===== config.mk =====
export PLATFORM = sky130hd
export DESIGN_NAME = fault_code_set_with_severity
export DESIGN_NICKNAME = d
export VERILOG_FILES = /design/src/design/fcs_pkg.sv /design/src/design/fcs_ctrl.sv /design/src/design/fcs_datapath.sv /design/src/design/fault_code_set_with_severity.sv
export SDC_FILE = /design/constraint.sdc
export NUM_CORES = 1
export LEC_CHECK = 0
export ABC_AREA = 1
export BUFFER_PORTS_ARGS = -buffer_cell sky130_fd_sc_hd__buf_2
export CORE_UTILIZATION = 65
export CTS_CLUSTER_SIZE = 40
export DETAILED_ROUTE_END_ITERATION = 10
export PLACE_DENSITY = 0.85
export SETUP_SLACK_MARGIN = 0.1
export SYNTH_ARGS = -nofsm -noshare
export SYNTH_HDL_FRONTEND = slang
export SYNTH_SLANG_ARGS = --single-unit

===== constraint.sdc =====
create_clock -name clk_i -period 5.7 [get_ports clk_i]
set_input_delay 1.14 -clock clk_i [delete_from_list [all_inputs] [get_ports clk_i]]
set_output_delay 1.14 -clock clk_i [all_outputs]
set_load 0.01 [all_outputs]

===== src/design/fcs_pkg.sv =====
package fcs_pkg;

  // default table size and fixed field widths
  localparam int unsigned DefTableDepth = 16;
  localparam int unsigned CodeW         = 16;
  localparam int unsigned WeightW       = 8;
  localparam int unsigned TotalW        = 12;
  localparam int unsigned CountOutW     = 5;
  localparam int unsigned IndexW        = 4;
  localparam int unsigned OpW           = 2;

  // register reset values
  localparam logic [CodeW-1:0]   MisfireLowRst    = 16'd300;
  localparam logic [CodeW-1:0]   MisfireHighRst   = 16'd312;
  localparam logic [WeightW-1:0] MisfireWeightRst = 8'd5;

  // configuration register byte addresses
  localparam int unsigned        PaddrW          = 4;
  localparam logic [PaddrW-1:0]  AddrMisfireLow  = 4'h0;
  localparam logic [PaddrW-1:0]  AddrMisfireHigh = 4'h4;
  localparam logic [PaddrW-1:0]  AddrMisfireWt   = 4'h8;

  typedef enum logic [OpW-1:0] {
    OP_ADD    = 2'd0,
    OP_REMOVE = 2'd1,
    OP_CLEAR  = 2'd2,
    OP_READ   = 2'd3
  } op_e;

  typedef enum logic [1:0] {
    ST_IDLE,
    ST_SCAN,
    ST_FINISH
  } state_e;

  // controller to datapath
  typedef struct packed {
    logic start;
    logic scan;
    logic finish;
  } cmd_t;

  // datapath to controller
  typedef struct packed {
    logic scan_done;
  } status_t;

  // severity of one code under the current misfire range
  function automatic logic [WeightW-1:0] weight_of(input logic [CodeW-1:0] code,
                                                  input logic [CodeW-1:0] low,
                                                  input logic [CodeW-1:0] high,
                                                  input logic [WeightW-1:0] weight);
    logic [WeightW-1:0] w;
    w = '0;
    if (code >= low && code <= high) w = weight;
    return w;
  endfunction

  // saturating accumulate of the severity total
  function automatic logic [TotalW-1:0] sat_add(input logic [TotalW-1:0] total,
                                                input logic [WeightW-1:0] w);
    logic [TotalW:0] sum;
    sum = {1'b0, total} + (TotalW+1)'(w);
    return sum[TotalW] ? {TotalW{1'b1}} : sum[TotalW-1:0];
  endfunction

endpackage


===== src/design/fcs_ctrl.sv =====
module fcs_ctrl (
  input  logic            clk_i,
  input  logic            rst_ni,
  input  logic            in_valid_i,
  output logic            in_ready_o,
  output logic            out_valid_o,
  input  logic            out_ready_i,
  output fcs_pkg::cmd_t   cmd_o,
  input  fcs_pkg::status_t stat_i
);
  import fcs_pkg::*;

  state_e state_q, state_d;
  logic   out_valid_q, out_valid_d;
  logic   out_free;

  // result register can take a new result
  assign out_free = !out_valid_q || out_ready_i;

  // next state
  always_comb begin
    state_d = state_q;
    unique case (state_q)
      ST_IDLE:   if (in_valid_i) state_d = ST_SCAN;
      ST_SCAN:   if (stat_i.scan_done) state_d = ST_FINISH;
      ST_FINISH: if (out_free) state_d = ST_IDLE;
      default:   state_d = ST_IDLE;
    endcase
  end

  // outputs
  always_comb begin
    cmd_o      = '0;
    in_ready_o = 1'b0;
    unique case (state_q)
      ST_IDLE: begin
        in_ready_o   = 1'b1;
        cmd_o.start  = in_valid_i;
      end
      ST_SCAN: begin
        cmd_o.scan = 1'b1;
      end
      ST_FINISH: begin
        cmd_o.finish = out_free;
      end
      default: cmd_o = '0;
    endcase
  end

  // output valid flag
  always_comb begin
    out_valid_d = out_valid_q;
    if (out_ready_i) out_valid_d = 1'b0;
    if (cmd_o.finish) out_valid_d = 1'b1;
  end

  always_ff @(posedge clk_i or negedge rst_ni) begin
    if (!rst_ni) begin
      state_q     <= ST_IDLE;
      out_valid_q <= 1'b0;
    end else begin
      state_q     <= state_d;
      out_valid_q <= out_valid_d;
    end
  end

  assign out_valid_o = out_valid_q;

endmodule


===== src/design/fcs_datapath.sv =====
module fcs_datapath #(
  parameter int unsigned TABLE_DEPTH = fcs_pkg::DefTableDepth
) (
  input  logic                          clk_i,
  input  logic                          rst_ni,
  input  fcs_pkg::cmd_t                 cmd_i,
  output fcs_pkg::status_t              stat_o,
  input  logic [fcs_pkg::OpW-1:0]       op_i,
  input  logic [fcs_pkg::CodeW-1:0]     fault_code_i,
  input  logic [fcs_pkg::IndexW-1:0]    read_index_i,
  input  logic [fcs_pkg::CodeW-1:0]     misfire_low_i,
  input  logic [fcs_pkg::CodeW-1:0]     misfire_high_i,
  input  logic [fcs_pkg::WeightW-1:0]   misfire_weight_i,
  output logic [fcs_pkg::CountOutW-1:0] code_count_o,
  output logic                          has_codes_o,
  output logic                          changed_o,
  output logic [fcs_pkg::TotalW-1:0]    severity_total_o,
  output logic [fcs_pkg::CodeW-1:0]     entry_code_o
);
  import fcs_pkg::*;

  localparam int unsigned CntW = $clog2(TABLE_DEPTH + 1);
  localparam int unsigned IdxW = (TABLE_DEPTH > 1) ? $clog2(TABLE_DEPTH) : 1;

  // code table
  logic [CodeW-1:0] mem_q [TABLE_DEPTH];
  logic [CodeW-1:0] rdata_q;

  // item registers
  op_e               op_q;
  logic [CodeW-1:0]  code_q;
  logic [IndexW-1:0] ridx_q;

  // scan control
  logic [CntW-1:0] count_q, count_d;
  logic [CntW-1:0] rd_ptr_q, rd_ptr_d;
  logic            pv_q;
  logic [IdxW-1:0] pidx_q;
  logic            issue;

  // accumulated scan results
  logic              found_q, found_d;
  logic [TotalW-1:0] total_q, total_d;
  logic [CodeW-1:0]  entry_q, entry_d;
  logic              match;
  logic              shift_we;
  logic              append, removed, changed_n;

  // result register
  logic [CountOutW-1:0] res_count_q;
  logic                 res_has_q;
  logic                 res_changed_q;
  logic [TotalW-1:0]    res_total_q;
  logic [CodeW-1:0]     res_entry_q;

  // memory write port
  logic             mem_we;
  logic [IdxW-1:0]  mem_waddr;
  logic [CodeW-1:0] mem_wdata;

  // one table read per cycle while entries remain
  assign issue = cmd_i.scan && (rd_ptr_q < count_q);
  assign stat_o.scan_done = (rd_ptr_q >= count_q) && !pv_q;
  assign match = pv_q && (rdata_q == code_q);

  // finish decisions
  assign append  = (op_q == OP_ADD) && !found_q && (count_q < CntW'(TABLE_DEPTH));
  assign removed = (op_q == OP_REMOVE) && found_q;
  assign changed_n = append || removed || ((op_q == OP_CLEAR) && (count_q != '0));

  // start clearing, per-entry processing and finishing step
  always_comb begin
    total_d  = total_q;
    found_d  = found_q;
    entry_d  = entry_q;
    shift_we = 1'b0;
    count_d  = count_q;
    if (cmd_i.start) begin
      total_d = '0;
      found_d = 1'b0;
      entry_d = '0;
    end else if (pv_q) begin
      if (match) found_d = 1'b1;
      if (!((op_q == OP_REMOVE) && match)) begin
        total_d = sat_add(total_q,
                          weight_of(rdata_q, misfire_low_i, misfire_high_i, misfire_weight_i));
      end
      // entries after the removed code move one place down
      if ((op_q == OP_REMOVE) && found_q) shift_we = 1'b1;
      if ((op_q == OP_READ) && (32'(pidx_q) == 32'(ridx_q))) entry_d = rdata_q;
    end else if (cmd_i.finish) begin
      if (append) begin
        total_d = sat_add(total_q,
                          weight_of(code_q, misfire_low_i, misfire_high_i, misfire_weight_i));
        count_d = count_q + CntW'(1);
      end
      if (removed) count_d = count_q - CntW'(1);
      if (op_q == OP_CLEAR) begin
        total_d = '0;
        count_d = '0;
      end
    end
  end

  // read pointer
  always_comb begin
    rd_ptr_d = rd_ptr_q;
    if (cmd_i.start) rd_ptr_d = '0;
    else if (issue) rd_ptr_d = rd_ptr_q + CntW'(1);
  end

  always_ff @(posedge clk_i or negedge rst_ni) begin
    if (!rst_ni) begin
      count_q  <= '0;
      rd_ptr_q <= '0;
      pv_q     <= 1'b0;
    end else begin
      count_q  <= count_d;
      rd_ptr_q <= rd_ptr_d;
      pv_q     <= issue;
    end
  end

  // item and scan payload
  always_ff @(posedge clk_i) begin
    if (cmd_i.start) begin
      op_q   <= op_e'(op_i);
      code_q <= fault_code_i;
      ridx_q <= read_index_i;
    end
    pidx_q  <= rd_ptr_q[IdxW-1:0];
    found_q <= found_d;
    total_q <= total_d;
    entry_q <= entry_d;
  end

  // table write: shift during remove, append at finish
  assign mem_we    = shift_we || (cmd_i.finish && append);
  assign mem_waddr = shift_we ? (pidx_q - IdxW'(1)) : count_q[IdxW-1:0];
  assign mem_wdata = shift_we ? rdata_q : code_q;

  always_ff @(posedge clk_i) begin
    if (mem_we) mem_q[mem_waddr] <= mem_wdata;
    if (issue) rdata_q <= mem_q[rd_ptr_q[IdxW-1:0]];
  end

  // result register
  always_ff @(posedge clk_i) begin
    if (cmd_i.finish) begin
      res_count_q   <= (32'(count_d) > 32'd31) ? {CountOutW{1'b1}} : CountOutW'(count_d);
      res_has_q     <= (count_d != '0);
      res_changed_q <= changed_n;
      res_total_q   <= total_d;
      res_entry_q   <= entry_q;
    end
  end

  assign code_count_o     = res_count_q;
  assign has_codes_o      = res_has_q;
  assign changed_o        = res_changed_q;
  assign severity_total_o = res_total_q;
  assign entry_code_o     = res_entry_q;

endmodule


===== src/design/fault_code_set_with_severity.sv =====
// Ordered set of distinct fault codes with a misfire severity total.
// Input channel s_axis: one operation per transfer (add, remove, clear, read).
// Output channel m_axis: exactly one result per operation, in order, with the
// code count, a nonzero flag, a changed flag, the severity total and, for a
// read, the entry at the requested position.
// Configuration: APB port with the misfire range low/high and the weight
// at byte addresses 0x0, 0x4 and 0x8; write them only while no operation
// is in flight.
// Timing: one operation is handled at a time. The stored codes are scanned
// through the single registered read port of the table, one entry per
// cycle, and a new operation is taken only after the result of the last
// one has been written to the output register.
// Reset clears the stored count and returns the registers to 300, 312 and 5;
// the table contents are never read beyond the count, so no clearing pass.
// If the receiver stalls, the result is held in the output register; the
// block finishes the scan of the next operation and then waits for it.
module fault_code_set_with_severity #(
  parameter int unsigned TABLE_DEPTH = fcs_pkg::DefTableDepth
) (
  input  logic                       clk_i,
  input  logic                       rst_ni,
  // tdata: op[1:0], fault_code[17:2], read_index[21:18], zero fill [23:22]
  input  logic [23:0]                s_axis_tdata,
  input  logic                       s_axis_tvalid,
  output logic                       s_axis_tready,
  // tdata: code_count[4:0], has_codes[5], changed[6], severity_total[18:7],
  //        entry_code[34:19], zero fill [39:35]
  output logic [39:0]                m_axis_tdata,
  output logic                       m_axis_tvalid,
  input  logic                       m_axis_tready,
  input  logic                       psel,
  input  logic                       penable,
  input  logic                       pwrite,
  input  logic [fcs_pkg::PaddrW-1:0] paddr,
  input  logic [31:0]                pwdata,
  output logic [31:0]                prdata,
  output logic                       pready
);
  import fcs_pkg::*;

  fcs_pkg::cmd_t    cmd;
  fcs_pkg::status_t stat;

  logic [CodeW-1:0]   mis_low_q, mis_high_q;
  logic [WeightW-1:0] mis_weight_q;
  logic               cfg_we;

  logic [CountOutW-1:0] code_count;
  logic                 has_codes, changed;
  logic [TotalW-1:0]    severity_total;
  logic [CodeW-1:0]     entry_code;

  // configuration registers
  assign pready = 1'b1;
  assign cfg_we = psel && penable && pwrite && pready;

  always_ff @(posedge clk_i or negedge rst_ni) begin
    if (!rst_ni) begin
      mis_low_q    <= MisfireLowRst;
      mis_high_q   <= MisfireHighRst;
      mis_weight_q <= MisfireWeightRst;
    end else if (cfg_we) begin
      unique case (paddr)
        AddrMisfireLow:  mis_low_q    <= pwdata[CodeW-1:0];
        AddrMisfireHigh: mis_high_q   <= pwdata[CodeW-1:0];
        AddrMisfireWt:   mis_weight_q <= pwdata[WeightW-1:0];
        default: ;
      endcase
    end
  end

  // register read mux
  always_comb begin
    unique case (paddr)
      AddrMisfireLow:  prdata = 32'(mis_low_q);
      AddrMisfireHigh: prdata = 32'(mis_high_q);
      AddrMisfireWt:   prdata = 32'(mis_weight_q);
      default:         prdata = '0;
    endcase
  end

  fcs_ctrl u_ctrl (
    .clk_i       (clk_i),
    .rst_ni      (rst_ni),
    .in_valid_i  (s_axis_tvalid),
    .in_ready_o  (s_axis_tready),
    .out_valid_o (m_axis_tvalid),
    .out_ready_i (m_axis_tready),
    .cmd_o       (cmd),
    .stat_i      (stat)
  );

  fcs_datapath #(
    .TABLE_DEPTH (TABLE_DEPTH)
  ) u_datapath (
    .clk_i            (clk_i),
    .rst_ni           (rst_ni),
    .cmd_i            (cmd),
    .stat_o           (stat),
    .op_i             (s_axis_tdata[1:0]),
    .fault_code_i     (s_axis_tdata[17:2]),
    .read_index_i     (s_axis_tdata[21:18]),
    .misfire_low_i    (mis_low_q),
    .misfire_high_i   (mis_high_q),
    .misfire_weight_i (mis_weight_q),
    .code_count_o     (code_count),
    .has_codes_o      (has_codes),
    .changed_o        (changed),
    .severity_total_o (severity_total),
    .entry_code_o     (entry_code)
  );

  // result packing
  assign m_axis_tdata = {5'b0, entry_code, severity_total, changed, has_codes, code_count};

`ifndef NO_ASSERTIONS
  // one operation at a time: no new transfer right after an accepted one
  a_one_at_a_time: assert property (@(posedge clk_i) disable iff (!rst_ni)
    (s_axis_tvalid && s_axis_tready) |=> !s_axis_tready)
    else $error("input taken while an operation is in progress");

  // count never exceeds the table size
  a_count_bound: assert property (@(posedge clk_i) disable iff (!rst_ni)
    m_axis_tvalid |-> (32'(code_count) <= TABLE_DEPTH))
    else $error("code count beyond table depth");

  // nonzero flag follows the count
  a_has_codes: assert property (@(posedge clk_i) disable iff (!rst_ni)
    m_axis_tvalid |-> (has_codes == (code_count != '0)))
    else $error("has_codes disagrees with code_count");

  // an empty set has no severity
  a_empty_total: assert property (@(posedge clk_i) disable iff (!rst_ni)
    (m_axis_tvalid && (code_count == '0)) |-> (severity_total == '0))
    else $error("severity total nonzero on an empty set");
`endif

endmodule


# Word-level counts from Yosys, hierarchy flattened
# Memories as Yosys holds them, arrays and structs flattened. A register that Yosys moved wholly into a read port is not among the register bits.
# Index checks and enable logic that the tools add are counted.
# totals
ff_bits	144
ram_bits	256
elab_cells	123
memories	1
# memory_table
memory	depth	width	rd	rd_ports_with_merged_regs	wr	line_no	source
u_datapath.mem_q	16	16	1	1	1	fcs_datapath.sv:26	logic [CodeW-1:0] mem_q [TABLE_DEPTH];
# op_classes
add_sub_neg	6
order_cmp	7
eq_ne	12
muxes	43
reduce_logical	34
# op_table
op	n
$mux W12	8
$mux W8	9
$pmux W16 S3	1
$mux W5	8
$ge A16 B16 Y1	2
$le A16 B16 Y1	2
$add A12 B8 Y13	2
$eq A16 B16 Y1	1
$mux W16	1
$logic_and A1 B1 Y1	14
$mux W1	11
$add A5 B1 Y5 const B	2
$reduce_and A2 Y1	5
$reduce_bool A5 Y1	2
$eq A2 B2 Y1 const B	3
$mux W2	3
$pmux W2 S3	1
$ge A5 B5 Y1	1
$lt A5 B5 Y1	1
$lt A5 B5 Y1 const B	1
$sub A5 B1 Y5 const B	1
$eq A2 B1 Y1 const B	2
$eq A4 B3 Y1 const B	1
$eq A4 B4 Y1	1
other kinds (11)	19

# Depth between registers and ports, before layout
# logic_depth
ltp_word	14
ltp_mapped	28

# Cells and area by module
# A second synthesis with hierarchy kept.
# hier_totals
cells_unflattened	2000
hier_area_um2	20283.2
# modules_own_cells
mod	n_inst	cells_each	area_per_inst_um2	seq_area_each_um2
fcs_datapath	1	1703	17962.2	10815.4
fault_code_set_with_severity	1	275	2165.8	1013.5
fcs_ctrl	1	22	155.1	75.1

# Worst setup path before layout
# No wires, ideal clock.
# synth_path
path_type	input-to-reg
from	input s_axis_tvalid
to	memory u_datapath.mem_q[0][0], enable pin
arrival_ps	2954
t_required_ps	5312
path_slack_ps	2358
path_stages	9
cell_sequence	inv_1 nor2_4 nor2_2 nand2_2 buf_6 nand2_1 o21ai_2 nand2_1 nor2_1
# synth_lines
element	line_no	source
start: declaration	fault_code_set_with_severity.sv:24	input logic s_axis_tvalid,
end: declaration	fcs_datapath.sv:26	

# Worst setup path in the final report
# layout_path
from	register u_datapath.rdata_q[15], read port of u_datapath.mem_q
to	register u_datapath.res_total_q[1] (netlist: u_datapath.severity_total_o[1]) (data pin)
# layout_via
elab_chain_len	11
# layout_rtl
element	line_no	source
start: declaration	fcs_datapath.sv:27	logic [CodeW-1:0] rdata_q;
$ge A16 B16 Y1 / $le A16 B16 Y1 (equally long branches)	fcs_pkg.sv:55	if (code >= low && code <= high) w = weight;
$logic_and A1 B1 Y1	fcs_pkg.sv:55	
$mux W8	fcs_pkg.sv:55	
$mux W8	fcs_datapath.sv:84	if (!((op_q == OP_REMOVE) && match)) begin
$mux W8	fcs_datapath.sv:82	end else if (pv_q) begin
$mux W8	fcs_datapath.sv:78	if (cmd_i.start) begin
$add A12 B8 Y13	fcs_pkg.sv:63	sum = {1'b0, total} + (TotalW+1)'(w);
$mux W12	fcs_pkg.sv:64	return sum[TotalW] ? {TotalW{1'b1}} : sum[TotalW-1:0];
$mux W12 *	fcs_datapath.sv:84	
$mux W12 *	fcs_datapath.sv:82	
$mux W12 *	fcs_datapath.sv:78	
net u_datapath.total_d[1]	fcs_datapath.sv:43	logic [TotalW-1:0] total_q, total_d;
end signal: assignment	fcs_datapath.sv:153	res_total_q <= total_d;
end: declaration	fcs_datapath.sv:53	logic [TotalW-1:0] res_total_q;
# Mark *: on every way through the listed nets, which the timed path passes. The rest lies on a longest branch. The select of a mux whose other input is x is not followed.
# A chain may end at the register's enable or synchronous reset.

==> impl_metrics.env <==
export IMPL_fill_cells=2024
export IMPL_setup_total_negative_slack_ns=0
export IMPL_synth_area_leader_cell="edfxtp_1"
export IMPL_maxCapViolCount=0
export IMPL_ys_top_cells_by_area="edfxtp_1, nand2_1, ha_1"
export IMPL_crit_path_cell_trace="ha_1, nand2_1, inv_1, nand3_1, nor3_1, o21ai_0, nand2_1, nand2_1, nand2_1, nor2_1, ha_1, fa_1, nand3_1, nand3_1, nand2_1, nand2_1, nand2_1, inv_2, nor2_1, nand2_1, o21ai_1, a21oi_1"
export IMPL_floorplan_rows=63
export IMPL_synth_top_cell_area_share_pct=49.2
export IMPL_drt_pass1_iterations=7
export IMPL_antenna_found_initial=0
export IMPL_timing_critical_path_mode_cell="nand2_1"
export IMPL_die_extent_in_x_um=178
export IMPL_wl_per_cell_um=19.6
export IMPL_critical_path_fanout_max=10
export IMPL_report_final_hold_viol_count=0
export IMPL_dr_first_iter_drc_count=1732
export IMPL_final_setup_skew_ns=0.0139
export IMPL_drt_total_wl_mm=49.2
export IMPL_dr_total_vias=15300
export IMPL_cp_start_kind="register"
export IMPL_tritoncts_num_buffers=43
export IMPL_worstHoldStart="u_datapath.entry_q[0]"
export IMPL_number_of_buffers_inserted_by_hold_repair_at_cts=0
export IMPL_drt_drc_violations_left=0
export IMPL_cts_tree="built"
export IMPL_cp_arrival_ns=4.34
export IMPL_vias_in_the_first_global_route=14800
export IMPL_worst_path_largest_cell_delay_ns=0.53
export IMPL_cts_max_path_buffers=3
export IMPL_met3_wirelength_mm=4.62
export IMPL_finalHoldWorstSlack_ns=0.445
export IMPL_detail_route_vias_per_cell=6.07
export IMPL_fmax_ghz=0.245
export IMPL_peakVddDrop_mv=0.449
export IMPL_power_density_nw_per_um2=469
export IMPL_ranking_of_synthesized_cells_by_instance_count="nand2_1, edfxtp_1, nor2_1"
export IMPL_place_detailed_hpwl_mm=32.4
export IMPL_netlist_instances=1980
export IMPL_finalCriticalPeriod_ns=4.09
export IMPL_clock_root_buffer="clkbuf_16"
export IMPL_grt_pass1_wl_mm=77.3
export IMPL_synth_sequential_area_ratio_pct=59.3
export IMPL_min_period_over_period_pct=71.7
export IMPL_route_antenna_remaining_nets=0
export IMPL_critPathCaptureType="register"
export IMPL_grt_ovfl_total=0
export IMPL_num_io_pins=142
export IMPL_power_leakage_nw=9.17
export IMPL_dominantRegCellSynth="edfxtp_1"
export IMPL_met1Wirelength_mm=19.4
export IMPL_floorplan_initialDensity_pct=66.9
export IMPL_final_max_slew_viol_count=0
export IMPL_worst_hold_check_path_type="reg -> reg"
export IMPL_syn_area_per_cell_um2=10.1
export IMPL_grt_start_max_net_pins=100
export IMPL_ys_seq_elements=416
export IMPL_synthesis_area_um2=20100
export IMPL_tritoncts_sink_count=416
export IMPL_synth_to_layout_area_growth_pct=11.6
export IMPL_slew_headroom_pct=28.6
export IMPL_outcome="complete, no violations"
export IMPL_post_cts_resize_count=0
export IMPL_cts_repair_timing_setup_buffer_count=0
export IMPL_wl_met2_mm=23.5
export IMPL_cts_reportedPaths_clkPinSlew_ns=0.06
export IMPL_place_congestion=0.945
export IMPL_startpoint="u_datapath.rdata_q[15]"
export IMPL_maxUsedRoutingLayer="met4"
export IMPL_critical_path_slowest_cell="edfxtp_1"
export IMPL_worst_margin_pin_slew_ns=1.07
export IMPL_async_flop_share_pct=13.0
export IMPL_post_synth_top_count_cell="nand2_1"
export IMPL_fp_coreArea_um2=30000
export IMPL_grt_use_total_pct=32.0
export IMPL_final_layout_size_suffix_gt1_share_pct=12.2
export IMPL_count_of_yosys_warnings_during_synthesis=0
export IMPL_die_height_um=178
export IMPL_synth_distinct_cells=50
export IMPL_setup_violations=0
export IMPL_numPortBuffers=101
export IMPL_h_tree_depth=2
export IMPL_critical_path_required_ns=5.95
export IMPL_worst_setup_path_type="reg -> reg"
export IMPL_insertedDiodeCount=0
export IMPL_nNetsFinal=2252
export IMPL_synth_enable_flop_cells=329
export IMPL_rsz0062_at_grt="false"
export IMPL_die_area_um2=31600
export IMPL_clk_insertion_delay_late_ns=0.55
export IMPL_worst_r2r_startpoint="u_datapath.rdata_q[15]"
[report_power, final]
group	internal, W	switching, W	total, W
sequential	0.00380	0.000481	0.00428
clock	0.00169	0.00118	0.00287
combinational	0.00112	0.00226	0.00338
total	0.00660	0.00392	0.0105
[cell usage in the layout, fill, tap and decap left out, types with 5 or more instances in the layout]
master / count
dfstp_2: 10
edfxtp_1: 329
o21ai_1: 6
clkbuf_1: 9
o21ai_0: 173
nor3_1: 12
a21oi_1: 80
nand3_1: 93
nor2_1: 259
xor2_1: 7
buf_2: 101
clkinv_1: 8
xnor2_1: 6
inv_2: 16
o211ai_1: 10
inv_1: 178
conb_1: 22
ha_1: 90
mux2i_1: 25
clkbuf_16: 43
nand4_1: 22
nand2_2: 8
nand2_1: 362
clkinv_2: 7
bufinv_16: 6
buf_4: 42
dfxtp_1: 33
o32ai_1: 39
o22ai_1: 10
nor2_2: 5
o221ai_1: 32
dfrtp_1: 42
[worst max-delay path, delay by kind of cell (launching register included)]
kind / cells / cell delay [ns]
simple gates: 14 / 1.65
fa+ha+maj: 3 / 1.07
flops: 1 / 0.53
compound gates: 3 / 0.33
buf+inv: 2 / 0.19
[area by class of cell]
type	instances	area (µm²)	share of cell area (%)
Clock buffer	53	1120	5.01
Clock inverter	25	322	1.43
Inverter	198	743	3.32
Multi-Input combinational cell	1291	7000	31.2
Sequential cell	416	11900	53.1
Tap cell	390	488	2.18
Timing Repair Buffer	143	821	3.66
[logic make-up after synthesis]
kind of cell,Yosys count,share of synthesized area [%]
compound gates,366,10.8
xor+xnor,13,0.567
fa+ha+maj,92,5.81
buf+inv,293,6.25
flops,416,59.3
mux,25,1.25
other cells,2,0.0374
simple gates,773,16.0
[registers in the layout (all words and copies together), names as in the netlist]
register / flops
mis_high_q: 16
mis_low_q: 16
mis_weight_q: 8
u_ctrl.out_valid_o: 1
u_ctrl.state_q: 2
u_datapath.changed_o: 1
u_datapath.code_count_o: 5
u_datapath.code_q: 16
u_datapath.count_q: 5
u_datapath.entry_code_o: 16
u_datapath.entry_q: 16
u_datapath.found_q: 1
u_datapath.has_codes_o: 1
u_datapath.mem_q: 256
u_datapath.op_q: 2
u_datapath.pidx_q: 4
u_datapath.pv_q: 1
u_datapath.rd_ptr_q: 5
u_datapath.rdata_q: 16
u_datapath.ridx_q: 4
u_datapath.severity_total_o: 12
u_datapath.total_q: 12
[routing by layer]
layer  vias up  GRT usage, %
li1       7061             -
met1      7211          42.4
met2       869          52.1
met3       135          5.27
met4         0          14.3
met5         -             0
[stage by stage]
stage | power (W) | util, % | setup WS, ns | cells | instance area, µm²
after detailed placement | 0.00758 | 69.8 | 1.70 | 2438 | 21000
after floorplan | 0.00657 | - | 2.36 | 2000 | 20200
final | 0.0105 | 74.6 | 1.61 | 2516 | 22400
after global routing | 0.0111 | 74.6 | 1.41 | 2516 | 22400
after CTS | 0.0105 | 74.6 | 1.69 | 2516 | 22400
after global placement | 0.00742 | 69.8 | 1.81 | 2438 | 21000
[path summary, 6_finish.rpt]
kind	end	slack, ns	depth (start not counted)
hold reg to reg	u_datapath.entry_code_o[0]	0.44	0
max in group asynchronous	u_datapath.rd_ptr_q[0]	4.39	2
setup reg to reg	u_datapath.severity_total_o[1]	1.61	22
min in group asynchronous	mis_low_q[10]	0.74	2
setup / recovery	u_datapath.severity_total_o[1]	1.61	22
hold / removal	u_datapath.entry_code_o[0]	0.44	0
(Power assumes the default switching activity.)
